===== config.mk =====
export PLATFORM = sky130hd
export DESIGN_NAME = rle_frame_chunk_decoder_flat
export DESIGN_NICKNAME = d
export VERILOG_FILES = /design/src/hdl/rfcd_pkg.sv /design/src/hdl/rfcd_in_if.sv /design/src/hdl/rfcd_out_if.sv /design/src/hdl/rle_frame_chunk_decoder.sv /design/src/hdl/rfcd_cfg.sv /design/src/hdl/rfcd_core.sv /design/src/flat_wrapper.sv
export SDC_FILE = /design/constraint.sdc
export NUM_CORES = 1
export LEC_CHECK = 0
export BUFFER_PORTS_ARGS = -buffer_cell sky130_fd_sc_hd__buf_4
export CAP_MARGIN = 20
export CORE_UTILIZATION = 50
export CTS_BUF_LIST = sky130_fd_sc_hd__clkbuf_8
export DETAILED_ROUTE_END_ITERATION = 12
export GPL_TIMING_DRIVEN = 0
export PLACE_DENSITY = 0.65
export SLEW_MARGIN = 25
export SYNTH_ARGS = -nofsm -noshare
export SYNTH_HDL_FRONTEND = slang
export SYNTH_SLANG_ARGS = --single-unit

===== constraint.sdc =====
create_clock -name clk_i -period 6.9 [get_ports clk_i]
set_input_delay 0.69 -clock clk_i [delete_from_list [all_inputs] [get_ports clk_i]]
set_output_delay 0.69 -clock clk_i [all_outputs]
set_load 0.01 [all_outputs]

===== src/hdl/rfcd_pkg.sv =====
// Shared types and constants for the run-length frame chunk decoder.
package rfcd_pkg;

  // Widest line that the frame store stride may take.
  localparam int MaxLineWidth = 1024;

  localparam int CfgW   = 11;            // width of each configuration register
  localparam int AddrW  = 20;            // frame store address width
  localparam int LimitW = 2 * CfgW;      // width of line width times frame height
  localparam int PaddrW = 3;             // two registers at byte addresses 0 and 4

  localparam logic [CfgW-1:0]   LineWidthRst   = CfgW'(320);
  localparam logic [CfgW-1:0]   FrameHeightRst = CfgW'(200);

  // Register index codes, taken from paddr[2].
  localparam logic RegLineWidth   = 1'b0;
  localparam logic RegFrameHeight = 1'b1;

  typedef logic [AddrW-1:0] addr_t;

  // One input item held in the input register.
  typedef struct packed {
    logic       mode;
    logic       chunk_start;
    logic [7:0] data_byte;
  } item_t;

  // Configuration as seen by the parser.
  typedef struct packed {
    logic [CfgW-1:0]   eff_width;
    logic [CfgW-1:0]   frame_height;
    logic [LimitW-1:0] frame_limit;
  } cfg_t;

endpackage


===== src/hdl/rfcd_in_if.sv =====
// Input channel: one chunk body byte per item.
interface rfcd_in_if;
  logic       valid;
  logic       ready;
  logic       mode;
  logic       chunk_start;
  logic [7:0] data_byte;

  modport source (output valid, mode, chunk_start, data_byte, input ready);
  modport sink   (input valid, mode, chunk_start, data_byte, output ready);
endinterface


===== src/hdl/rfcd_out_if.sv =====
// Output channel: one pixel-run write command per item.
interface rfcd_out_if;
  logic                 valid;
  logic                 ready;
  rfcd_pkg::addr_t      run_address;
  logic [7:0]           run_length;
  logic [7:0]           run_value;
  logic                 outside_frame;
  logic                 chunk_done;

  modport source (output valid, run_address, run_length, run_value, outside_frame, chunk_done,
                  input ready);
  modport sink   (input valid, run_address, run_length, run_value, outside_frame, chunk_done,
                  output ready);
endinterface


===== src/hdl/rle_frame_chunk_decoder.sv =====
// Top level of the run-length frame chunk decoder: input register, parser, registers.
//
//   Port       Direction  Handshake      Item
//   in_i       sink       valid/ready    mode, chunk_start, data_byte
//   run_o      source     valid/ready    run_address, run_length, run_value,
//                                        outside_frame, chunk_done
//   APB        slave      psel/penable   line_width (0x0), frame_height (0x4)
//
// One byte is taken every cycle while the result register is not stalled; a result
// leaves through the input register and then the result register.
// The parser updates its state once per byte.
// Reset is asynchronous and active low; it returns the parser to idle.
// A stalled result holds the parser, and the input register then fills.
module rle_frame_chunk_decoder import rfcd_pkg::*; (
  input  logic              clk_i,
  input  logic              rst_ni,
  input  logic              psel,
  input  logic              penable,
  input  logic              pwrite,
  input  logic [PaddrW-1:0] paddr,
  input  logic [31:0]       pwdata,
  output logic [31:0]       prdata,
  output logic              pready,
  rfcd_in_if.sink           in_i,
  rfcd_out_if.source        run_o
);

  cfg_t  cfg;
  logic  take;
  logic  in_valid_q;
  item_t item_q;

  rfcd_cfg u_cfg (
    .clk_i   (clk_i),
    .rst_ni  (rst_ni),
    .psel    (psel),
    .penable (penable),
    .pwrite  (pwrite),
    .paddr   (paddr),
    .pwdata  (pwdata),
    .prdata  (prdata),
    .pready  (pready),
    .cfg_o   (cfg)
  );

  // Input register: refilled whenever it is empty or its item moves on.
  assign in_i.ready = !in_valid_q || take;

  always_ff @(posedge clk_i or negedge rst_ni) begin
    if (!rst_ni) begin
      in_valid_q <= 1'b0;
    end else if (in_i.ready) begin
      in_valid_q <= in_i.valid;
    end
  end

  always_ff @(posedge clk_i) begin
    if (in_i.ready && in_i.valid) begin
      item_q.mode        <= in_i.mode;
      item_q.chunk_start <= in_i.chunk_start;
      item_q.data_byte   <= in_i.data_byte;
    end
  end

  rfcd_core u_core (
    .clk_i        (clk_i),
    .rst_ni       (rst_ni),
    .item_valid_i (in_valid_q),
    .item_i       (item_q),
    .cfg_i        (cfg),
    .take_o       (take),
    .run_o        (run_o)
  );

endmodule


===== src/hdl/rfcd_cfg.sv =====
// APB configuration registers and the derived frame size limit.
module rfcd_cfg import rfcd_pkg::*; (
  input  logic              clk_i,
  input  logic              rst_ni,
  input  logic              psel,
  input  logic              penable,
  input  logic              pwrite,
  input  logic [PaddrW-1:0] paddr,
  input  logic [31:0]       pwdata,
  output logic [31:0]       prdata,
  output logic              pready,
  output cfg_t              cfg_o
);

  logic [CfgW-1:0]   line_width_q;
  logic [CfgW-1:0]   frame_height_q;
  logic [LimitW-1:0] frame_limit_q;
  logic [CfgW-1:0]   eff_width;
  logic              wr_en;

  assign pready = 1'b1;
  assign wr_en  = psel && penable && pwrite;

  // Lines wider than the maximum stride are clamped.
  always_comb begin
    if (32'(line_width_q) > MaxLineWidth) begin
      eff_width = CfgW'(MaxLineWidth);
    end else begin
      eff_width = line_width_q;
    end
  end

  // Register writes; the frame limit follows in the next cycle.
  always_ff @(posedge clk_i or negedge rst_ni) begin
    if (!rst_ni) begin
      line_width_q   <= LineWidthRst;
      frame_height_q <= FrameHeightRst;
      frame_limit_q  <= LimitW'(LineWidthRst) * LimitW'(FrameHeightRst);
    end else begin
      if (wr_en) begin
        unique case (paddr[2])
          RegLineWidth:   line_width_q   <= pwdata[CfgW-1:0];
          RegFrameHeight: frame_height_q <= pwdata[CfgW-1:0];
          default: ;
        endcase
      end
      frame_limit_q <= LimitW'(eff_width) * LimitW'(frame_height_q);
    end
  end

  // Read back.
  always_comb begin
    unique case (paddr[2])
      RegLineWidth:   prdata = 32'(line_width_q);
      RegFrameHeight: prdata = 32'(frame_height_q);
      default:        prdata = '0;
    endcase
  end

  assign cfg_o.eff_width    = eff_width;
  assign cfg_o.frame_height = frame_height_q;
  assign cfg_o.frame_limit  = frame_limit_q;

endmodule


===== src/hdl/rfcd_core.sv =====
// Chunk parser, one byte per cycle unless the result stalls; result register.
module rfcd_core import rfcd_pkg::*; (
  input  logic        clk_i,
  input  logic        rst_ni,
  input  logic        item_valid_i,
  input  item_t       item_i,
  input  cfg_t        cfg_i,
  output logic        take_o,
  rfcd_out_if.source  run_o
);

  typedef enum logic [3:0] {
    PH_IDLE,
    PH_PKT_COUNT,
    PH_KEY_CTRL,
    PH_DELTA_SKIP,
    PH_DELTA_CTRL,
    PH_LITERAL,
    PH_REPEAT_VAL,
    PH_SKIP_LO,
    PH_SKIP_HI,
    PH_COUNT_LO,
    PH_COUNT_HI
  } phase_e;

  phase_e      phase_q, phase_d, cur_ph, ctrl_ph;
  logic        kind_q, kind_d, cur_kind;
  logic [15:0] lines_q, lines_d, cur_lines, lines_end;
  logic [7:0]  pk_q, pk_d, cur_pk, pk_end;
  logic [7:0]  lit_q, lit_d, cur_lit, lit_dec;
  addr_t       ls_q, ls_d, cur_ls, ls_end;
  addr_t       wa_q, wa_d, cur_wa;
  logic [7:0]  hdr_q, hdr_d;
  logic [7:0]  b;
  logic        early_done;
  logic        last_line, last_pkt;
  logic [15:0] hdr_word;
  logic [15+CfgW:0] skip_prod;

  logic        end_pkt, end_ln, fin, bare_now, bare_on_fin, run_req;
  addr_t       res_addr;
  logic [7:0]  res_len, res_val;
  logic        res_valid, res_done, res_outside;
  logic        step;

  logic        out_valid_q;
  addr_t       out_addr_q;
  logic [7:0]  out_len_q, out_val_q;
  logic        out_outside_q, out_done_q;

  assign b      = item_i.data_byte;
  assign take_o = !out_valid_q || run_o.ready;
  assign step   = take_o && item_valid_i;

  // Chunk start overrides the held state before the byte is parsed.
  always_comb begin
    cur_kind   = kind_q;
    cur_ph     = phase_q;
    cur_lines  = lines_q;
    cur_pk     = pk_q;
    cur_lit    = lit_q;
    cur_ls     = ls_q;
    cur_wa     = wa_q;
    early_done = 1'b0;
    if (item_i.chunk_start) begin
      cur_kind = item_i.mode;
      cur_ls   = '0;
      cur_wa   = '0;
      cur_pk   = '0;
      cur_lit  = '0;
      if (item_i.mode) begin
        cur_lines = '0;
        cur_ph    = PH_SKIP_LO;
      end else begin
        cur_lines = 16'(cfg_i.frame_height);
        if (cfg_i.frame_height == '0) begin
          early_done = 1'b1;
          cur_ph     = PH_IDLE;
        end else begin
          cur_ph = PH_PKT_COUNT;
        end
      end
    end
  end

  // Values for the end of a packet or line, and the delta line skip product.
  always_comb begin
    ls_end    = cur_ls + AddrW'(cfg_i.eff_width);
    lines_end = cur_lines - 16'd1;
    last_line = (lines_end == '0);
    pk_end    = cur_pk - 8'd1;
    last_pkt  = (pk_end == '0);
    lit_dec   = cur_lit - 8'd1;
    ctrl_ph   = cur_kind ? PH_DELTA_SKIP : PH_KEY_CTRL;
    hdr_word  = {b, hdr_q};
    skip_prod = (16+CfgW)'(hdr_word) * (16+CfgW)'(cfg_i.eff_width);
  end

  // Parser: next state and the result of this byte.
  always_comb begin
    phase_d     = cur_ph;
    kind_d      = cur_kind;
    lines_d     = cur_lines;
    pk_d        = cur_pk;
    lit_d       = cur_lit;
    ls_d        = cur_ls;
    wa_d        = cur_wa;
    hdr_d       = hdr_q;
    end_pkt     = 1'b0;
    end_ln      = 1'b0;
    fin         = 1'b0;
    bare_now    = 1'b0;
    bare_on_fin = 1'b0;
    run_req     = 1'b0;
    res_len     = '0;

    if (early_done) begin
      bare_now = 1'b1;
    end else begin
      unique case (cur_ph)
        PH_SKIP_LO: begin
          hdr_d   = b;
          phase_d = PH_SKIP_HI;
        end
        PH_SKIP_HI: begin
          ls_d    = skip_prod[AddrW-1:0];
          wa_d    = skip_prod[AddrW-1:0];
          phase_d = PH_COUNT_LO;
        end
        PH_COUNT_LO: begin
          hdr_d   = b;
          phase_d = PH_COUNT_HI;
        end
        PH_COUNT_HI: begin
          // A zero or negative line count means an empty chunk.
          if (hdr_word == '0 || hdr_word[15]) begin
            bare_now = 1'b1;
            phase_d  = PH_IDLE;
          end else begin
            lines_d = hdr_word;
            phase_d = PH_PKT_COUNT;
          end
        end
        PH_PKT_COUNT: begin
          pk_d = b;
          if (b == '0) begin
            end_ln      = 1'b1;
            bare_on_fin = 1'b1;
          end else begin
            phase_d = ctrl_ph;
          end
        end
        PH_KEY_CTRL: begin
          if (b[7]) begin
            lit_d   = 8'd0 - b;
            phase_d = PH_LITERAL;
          end else begin
            lit_d   = b;
            phase_d = PH_REPEAT_VAL;
          end
        end
        PH_DELTA_SKIP: begin
          wa_d    = cur_wa + AddrW'(b);
          phase_d = PH_DELTA_CTRL;
        end
        PH_DELTA_CTRL: begin
          // Negation of 0x80 gives 0x80, a repeat of 128.
          if (b != '0 && !b[7]) begin
            lit_d   = b;
            phase_d = PH_LITERAL;
          end else begin
            lit_d   = 8'd0 - b;
            phase_d = PH_REPEAT_VAL;
          end
        end
        PH_LITERAL: begin
          run_req = 1'b1;
          res_len = 8'd1;
          wa_d    = cur_wa + AddrW'(1);
          lit_d   = lit_dec;
          end_pkt = (lit_dec == '0);
        end
        PH_REPEAT_VAL: begin
          res_len     = cur_lit;
          run_req     = (cur_lit != '0);
          bare_on_fin = (cur_lit == '0);
          wa_d        = cur_wa + AddrW'(cur_lit);
          lit_d       = '0;
          end_pkt     = 1'b1;
        end
        default: begin
          phase_d = PH_IDLE;
        end
      endcase
    end

    // End of packet, and end of line when the packet was the last one.
    if (end_pkt) begin
      pk_d = pk_end;
      if (last_pkt) begin
        end_ln = 1'b1;
      end else begin
        phase_d = ctrl_ph;
      end
    end
    if (end_ln) begin
      ls_d    = ls_end;
      wa_d    = ls_end;
      lines_d = lines_end;
      if (last_line) begin
        phase_d = PH_IDLE;
        fin     = 1'b1;
      end else begin
        phase_d = PH_PKT_COUNT;
      end
    end

    // Result fields; a bare done marker carries zeros.
    res_valid   = bare_now || run_req || (bare_on_fin && fin);
    res_done    = bare_now || fin;
    res_addr    = run_req ? cur_wa : '0;
    res_val     = run_req ? b : '0;
    if (!run_req) begin
      res_len = '0;
    end
    res_outside = run_req &&
                  ((LimitW'(cur_wa) + LimitW'(res_len)) > cfg_i.frame_limit);
  end

  // Parser state registers.
  always_ff @(posedge clk_i or negedge rst_ni) begin
    if (!rst_ni) begin
      phase_q <= PH_IDLE;
      kind_q  <= 1'b0;
      lines_q <= '0;
      pk_q    <= '0;
      lit_q   <= '0;
      ls_q    <= '0;
      wa_q    <= '0;
      hdr_q   <= '0;
    end else if (step) begin
      phase_q <= phase_d;
      kind_q  <= kind_d;
      lines_q <= lines_d;
      pk_q    <= pk_d;
      lit_q   <= lit_d;
      ls_q    <= ls_d;
      wa_q    <= wa_d;
      hdr_q   <= hdr_d;
    end
  end

  // Result register valid.
  always_ff @(posedge clk_i or negedge rst_ni) begin
    if (!rst_ni) begin
      out_valid_q <= 1'b0;
    end else if (take_o) begin
      out_valid_q <= item_valid_i && res_valid;
    end
  end

  // Result register payload.
  always_ff @(posedge clk_i) begin
    if (take_o) begin
      out_addr_q    <= res_addr;
      out_len_q     <= res_len;
      out_val_q     <= res_val;
      out_outside_q <= res_outside;
      out_done_q    <= res_done;
    end
  end

  assign run_o.valid         = out_valid_q;
  assign run_o.run_address   = out_addr_q;
  assign run_o.run_length    = out_len_q;
  assign run_o.run_value     = out_val_q;
  assign run_o.outside_frame = out_outside_q;
  assign run_o.chunk_done    = out_done_q;

endmodule


===== src/flat_wrapper.sv =====
// flat-port wrapper written by rule: the top's interface ports become plain ports
module rle_frame_chunk_decoder_flat import rfcd_pkg::*;
  (clk_i, rst_ni, psel, penable, pwrite, paddr, pwdata, prdata, pready, in_i_valid, in_i_mode, in_i_chunk_start, in_i_data_byte, in_i_ready, run_o_valid, run_o_run_address, run_o_run_length, run_o_run_value, run_o_outside_frame, run_o_chunk_done, run_o_ready);
  rfcd_in_if in_i_i ();
  rfcd_out_if run_o_i ();
  input  logic clk_i;
  input  logic rst_ni;
  input  logic psel;
  input  logic penable;
  input  logic pwrite;
  input  logic [PaddrW-1:0] paddr;
  input  logic [31:0] pwdata;
  output logic [31:0] prdata;
  output logic pready;
  input wire logic [$bits(in_i_i.valid)-1:0] in_i_valid;
  input wire logic [$bits(in_i_i.mode)-1:0] in_i_mode;
  input wire logic [$bits(in_i_i.chunk_start)-1:0] in_i_chunk_start;
  input wire logic [$bits(in_i_i.data_byte)-1:0] in_i_data_byte;
  output wire logic [$bits(in_i_i.ready)-1:0] in_i_ready;
  output wire logic [$bits(run_o_i.valid)-1:0] run_o_valid;
  output wire logic [$bits(run_o_i.run_address)-1:0] run_o_run_address;
  output wire logic [$bits(run_o_i.run_length)-1:0] run_o_run_length;
  output wire logic [$bits(run_o_i.run_value)-1:0] run_o_run_value;
  output wire logic [$bits(run_o_i.outside_frame)-1:0] run_o_outside_frame;
  output wire logic [$bits(run_o_i.chunk_done)-1:0] run_o_chunk_done;
  input wire logic [$bits(run_o_i.ready)-1:0] run_o_ready;
  assign in_i_i.valid = in_i_valid;
  assign in_i_i.mode = in_i_mode;
  assign in_i_i.chunk_start = in_i_chunk_start;
  assign in_i_i.data_byte = in_i_data_byte;
  assign in_i_ready = in_i_i.ready;
  assign run_o_valid = run_o_i.valid;
  assign run_o_run_address = run_o_i.run_address;
  assign run_o_run_length = run_o_i.run_length;
  assign run_o_run_value = run_o_i.run_value;
  assign run_o_outside_frame = run_o_i.outside_frame;
  assign run_o_chunk_done = run_o_i.chunk_done;
  assign run_o_i.ready = run_o_ready;
  rle_frame_chunk_decoder u_core (.clk_i(clk_i), .rst_ni(rst_ni), .psel(psel), .penable(penable), .pwrite(pwrite), .paddr(paddr), .pwdata(pwdata), .prdata(prdata), .pready(pready), .in_i(in_i_i), .run_o(run_o_i));
endmodule

==> results by group <==
Die
  – Die ar.: approximately 42000 µm²
  – Die W: ~210 µm
  – Io pins: 125
  – Die Y: 206 µm
  – Core Region: roughly 40000 µm²
  – Rows: 74
  – Initial core utilization: 0.508

Placed design
  – Post-placement setup slack: -1.17 ns
  – Port bufs: 79
  – Post-Place Cells: a little over 3000
  – Dpl hpwl: around 53000 µm
  – Routability congestion estimate: roughly 0.96

Power
  – Switching part of the total: 0.544
  – Combinational power share: 0.779
  – Worst vdd ir: between 500 and 600 µV
  – Switching power: around 5.9 mW
  – P_leak: roughly 11 nW
  – Flop pwr share: 0.151
  – Clock power share: 0.070
  – Int Pwr: slightly below 5 mW
  – PD cells: 476 nW/µm²

Drt
  – Total number of vias: 18200
  – Initial DRC count: around 1700
  – DRC violations left: 0
  – Post-Route WL: approximately 68000 µm
  – Detail Route Antenna Nets: 0
  – Vias per inst: about 5.9
  – Drt first pass iters: 6
  – Routed WL per cell: between 20 and 25 µm

Finish
  – # diodes: 0
  – Layout overhead on the synthesized area: 9.11%
  – Layout cells sized above 1: 0.114
  – Fillers: about 3800
  – # nets final: slightly below 3000
  – Final cell count without fillers: 3055

Synth
  – Mapped Cells: between 2000 and 2500
  – YS warnings: 0
  – Commonest register cell after synthesis: dfrtp_1
  – Synth Area in Compound Gates: 0.140
  – Seq cells post-synth: between 150 and 200
  – Cell Area, Synth: 20700 µm²
  – Sequential-to-total area share from yosys stat: 0.228
  – Area share of fa/ha/maj cells after synthesis: 0.277
  – Post-synthesis simple-gate area fraction: 0.205
  – Syn Area/Cell: approximately 8.7 µm²
  – Post-synth EDFFs: 48
  – Post-synthesis mux area share: 0.0272
  – Largest family of logic cells by synthesized area: adder cells
  – Synth Area in XOR/XNOR: 0.0342
  – Yosys cell types: between 90 and 100
  – Post-synthesis async set-or-reset flop share: 0.732

STA
  – Final setup vio count: 0
  – Fin crit share: 0.963
  – Slew headroom: 0.311
  – Final Skew: between 0.02 and 0.03 ns
  – Fin worst setup slack: 0.258 ns
  – Max Freq: 151 MHz
  – Fin. max-slew vios: 0
  – Post-layout min period: 6.64 ns
  – Tightest Pin Transition: 1.02 ns
  – RSZ-0062 raised after global routing: false
  – Final Hold Vio Count: 0

Run
  – Max-Cap Viols: 0

Status
  – Outcome: finished, final reports clean

Worst hold path
  – Worst min path class: in -> async

Global route
  – Largest net degree at the start of global routing: 83
  – GR Overflow Total: 0
  – Global-route wire length before repair: approximately 100000 µm
  – GRT Total Usage: 0.332
  – Vias in the first global route: around 18000
  – Antenna violations before repair: 3

Clock network
  – Root Driver: clkbuf_8
  – CTS Buf Count: 17
  – CTS Sinks: ~180
  – Clock buffer depth: 2
  – Clock slew at reported path FFs: approximately 0.1 ns
  – Clk_lat worst skew: between 0.5 and 0.6 ns
  – Post-CTS setup buffer count: 0
  – H-tree Lvls: 4
  – CTS tree: yes

Setup path
  – Crit Path Category: reg -> reg
  – CP Capture Type: flip-flop
  – Worst Path Required: ~7.3 ns
  – CP max FO: 10
  – Crit path launch type: flip-flop
  – WP data arrival: between 7 and 8 ns
-- logic make-up after synthesis --
group	after synthesis
AOI/OAI and AO/OA	436
xor gates and xnor gates	81
adders and majority gates	345
buffers and inverters	454
DFF	179
muxes	51
other	2
and+or+nand+nor	844
-- synthesized netlist by cell type, types with 13 or more instances --
| library cell | number | area share |
|---|---|---|
| a21oi_1 | 89 | 0.021 |
| nor4_1 | 16 | 0.0048 |
| inv_1 | 299 | 0.054 |
| and3_1 | 23 | 0.0069 |
| fa_1 | 189 | 0.18 |
| ha_1 | 156 | 0.094 |
| xnor2_1 | 65 | 0.027 |
| nand2b_1 | 17 | 0.0051 |
| and2_1 | 163 | 0.049 |
| o211ai_1 | 14 | 0.0051 |
| a31oi_1 | 24 | 0.0072 |
| nor2_1 | 117 | 0.021 |
| nand2_1 | 298 | 0.054 |
| mux2_2 | 42 | 0.023 |
| o31ai_1 | 13 | 0.0047 |
| dfrtp_1 | 120 | 0.14 |
| xor2_1 | 16 | 0.0068 |
| edfxtp_1 | 48 | 0.070 |
| buf_4 | 26 | 0.0094 |
| nand3_1 | 42 | 0.010 |
| o21ai_0 | 107 | 0.026 |
| nor2b_1 | 45 | 0.014 |
| nor3_1 | 44 | 0.011 |
| a21o_1 | 33 | 0.012 |
| a211oi_1 | 20 | 0.0072 |
| clkbuf_1 | 101 | 0.018 |
| nand4_1 | 24 | 0.0072 |
| buf_2 | 18 | 0.0043 |
-- flip-flops by register name, indices dropped and copies added, names as in the netlist, 4 cells and up --
register / flops
u_core.u_core.lit_q: 8
u_core.item_q: 10
u_core.u_core.hdr_q: 8
u_core.u_core.run_o.run_length: 8
u_core.u_core.run_o.run_value: 8
u_core.u_core.pk_q: 8
u_core.u_cfg.frame_height_q: 11
u_core.u_cfg.line_width_q: 11
u_core.u_core.phase_q: 4
u_core.u_cfg.frame_limit_q: 22
u_core.u_core.lines_q: 16
u_core.u_core.run_o.run_address: 20
u_core.u_core.ls_q: 20
u_core.u_core.wa_q: 20
-- metrics by stage --
step                      setup TNS [ns]  area [µm²]   util  total power, mW  hold WS, ns
after floorplan                        0       20800      -             7.34        0.394
after global placement             -9.41       22100  0.540             9.51        0.456
after detailed placement          -10.03       22100  0.541             9.68        0.458
after CTS                              0       22500  0.552             10.6       0.0362
after global routing                   0       22600  0.554             11.8       0.0631
final                                  0       22600  0.554             10.8       0.0334
-- cell usage in the layout, fill, tap and decap left out, types with 48 or more instances in the layout --
| cell | n |
|---|---|
| a21oi_1 | 88 |
| o21ai_0 | 105 |
| fa_1 | 189 |
| ha_1 | 155 |
| xnor2_1 | 64 |
| dfrtp_1 | 120 |
| edfxtp_1 | 48 |
| nor2_1 | 115 |
| inv_1 | 299 |
| buf_4 | 105 |
| and2_1 | 163 |
| clkbuf_1 | 73 |
| nand2_1 | 298 |
-- repair_timing --
action                     4_1_cts  5_1_grt
hold buffers                     0        0
setup endpoints to repair       23       16
pin swaps                        0        1
gates resized for setup         31       52
-- layout make-up --
class / instances / area [µm²] / share of cell area
multi-input combinational: 1779 / 14300 / 0.632
inverter: 300 / 1130 / 0.0501
tap: 532 / 666 / 0.0294
clock buffer: 19 / 262 / 0.0116
buffer: 153 / 769 / 0.0340
sequential: 179 / 4730 / 0.209
clock inverter: 13 / 125 / 0.00553
timing repair buffer: 80 / 628 / 0.0278
-- layer usage --
layer | share of wire | global-route usage | up-vias
met5 | 0 | 0 | -
met4 | 0.046 | 0.156 | 0
met3 | 0.082 | 0.0510 | 158
met2 | 0.44 | 0.514 | 860
met1 | 0.43 | 0.456 | 8966
li1 | - | - | 8166
-- power groups by stage --
stage	registers [mW]	clock network, mW	logic (mW)
global route	1.66	0.798	9.39
CTS	1.62	0.763	8.19
finish	1.63	0.751	8.39
detailed placement	1.64	0	8.04
floorplan	1.54	0	5.79
global placement	1.63	0	7.88
-- critical path: stages, from the launching register on --
cell and delay [ns]:
dfrtp_1 0.37, clkbuf_1 0.22, buf_4 0.27, nor2b_4 0.24, clkbuf_1 0.49, nand2_1 0.15
fa_1 0.42, fa_1 0.51, fa_1 0.50, inv_1 0.06, fa_1 0.52, inv_1 0.05
fa_1 0.54, inv_1 0.05, ha_1 0.35, a211o_1 0.33, o221ai_1 0.26, a31oi_1 0.16
or3_1 0.34, nand3_1 0.22, nand3_1 0.11, a221o_1 0.35
-- worst paths after layout --
check,from,end,slack (ns),depth (start not counted)
min in group clk_i,in_i_chunk_start,u_core.item_q[8],0.33,1
min,rst_ni,u_core.u_core.lit_q[6],0.03,1
max,u_core.u_cfg.line_width_q[10],u_core.u_core.wa_q[14],0.26,21
max reg2reg,u_core.u_cfg.line_width_q[10],u_core.u_core.wa_q[14],0.26,21
min reg2reg,u_core.u_core.ls_q[0],u_core.u_core.ls_q[0],0.48,1
max in group asynchronous,rst_ni,u_core.u_cfg.frame_limit_q[13],6.04,2
Power figures use the tool's default switching activity.
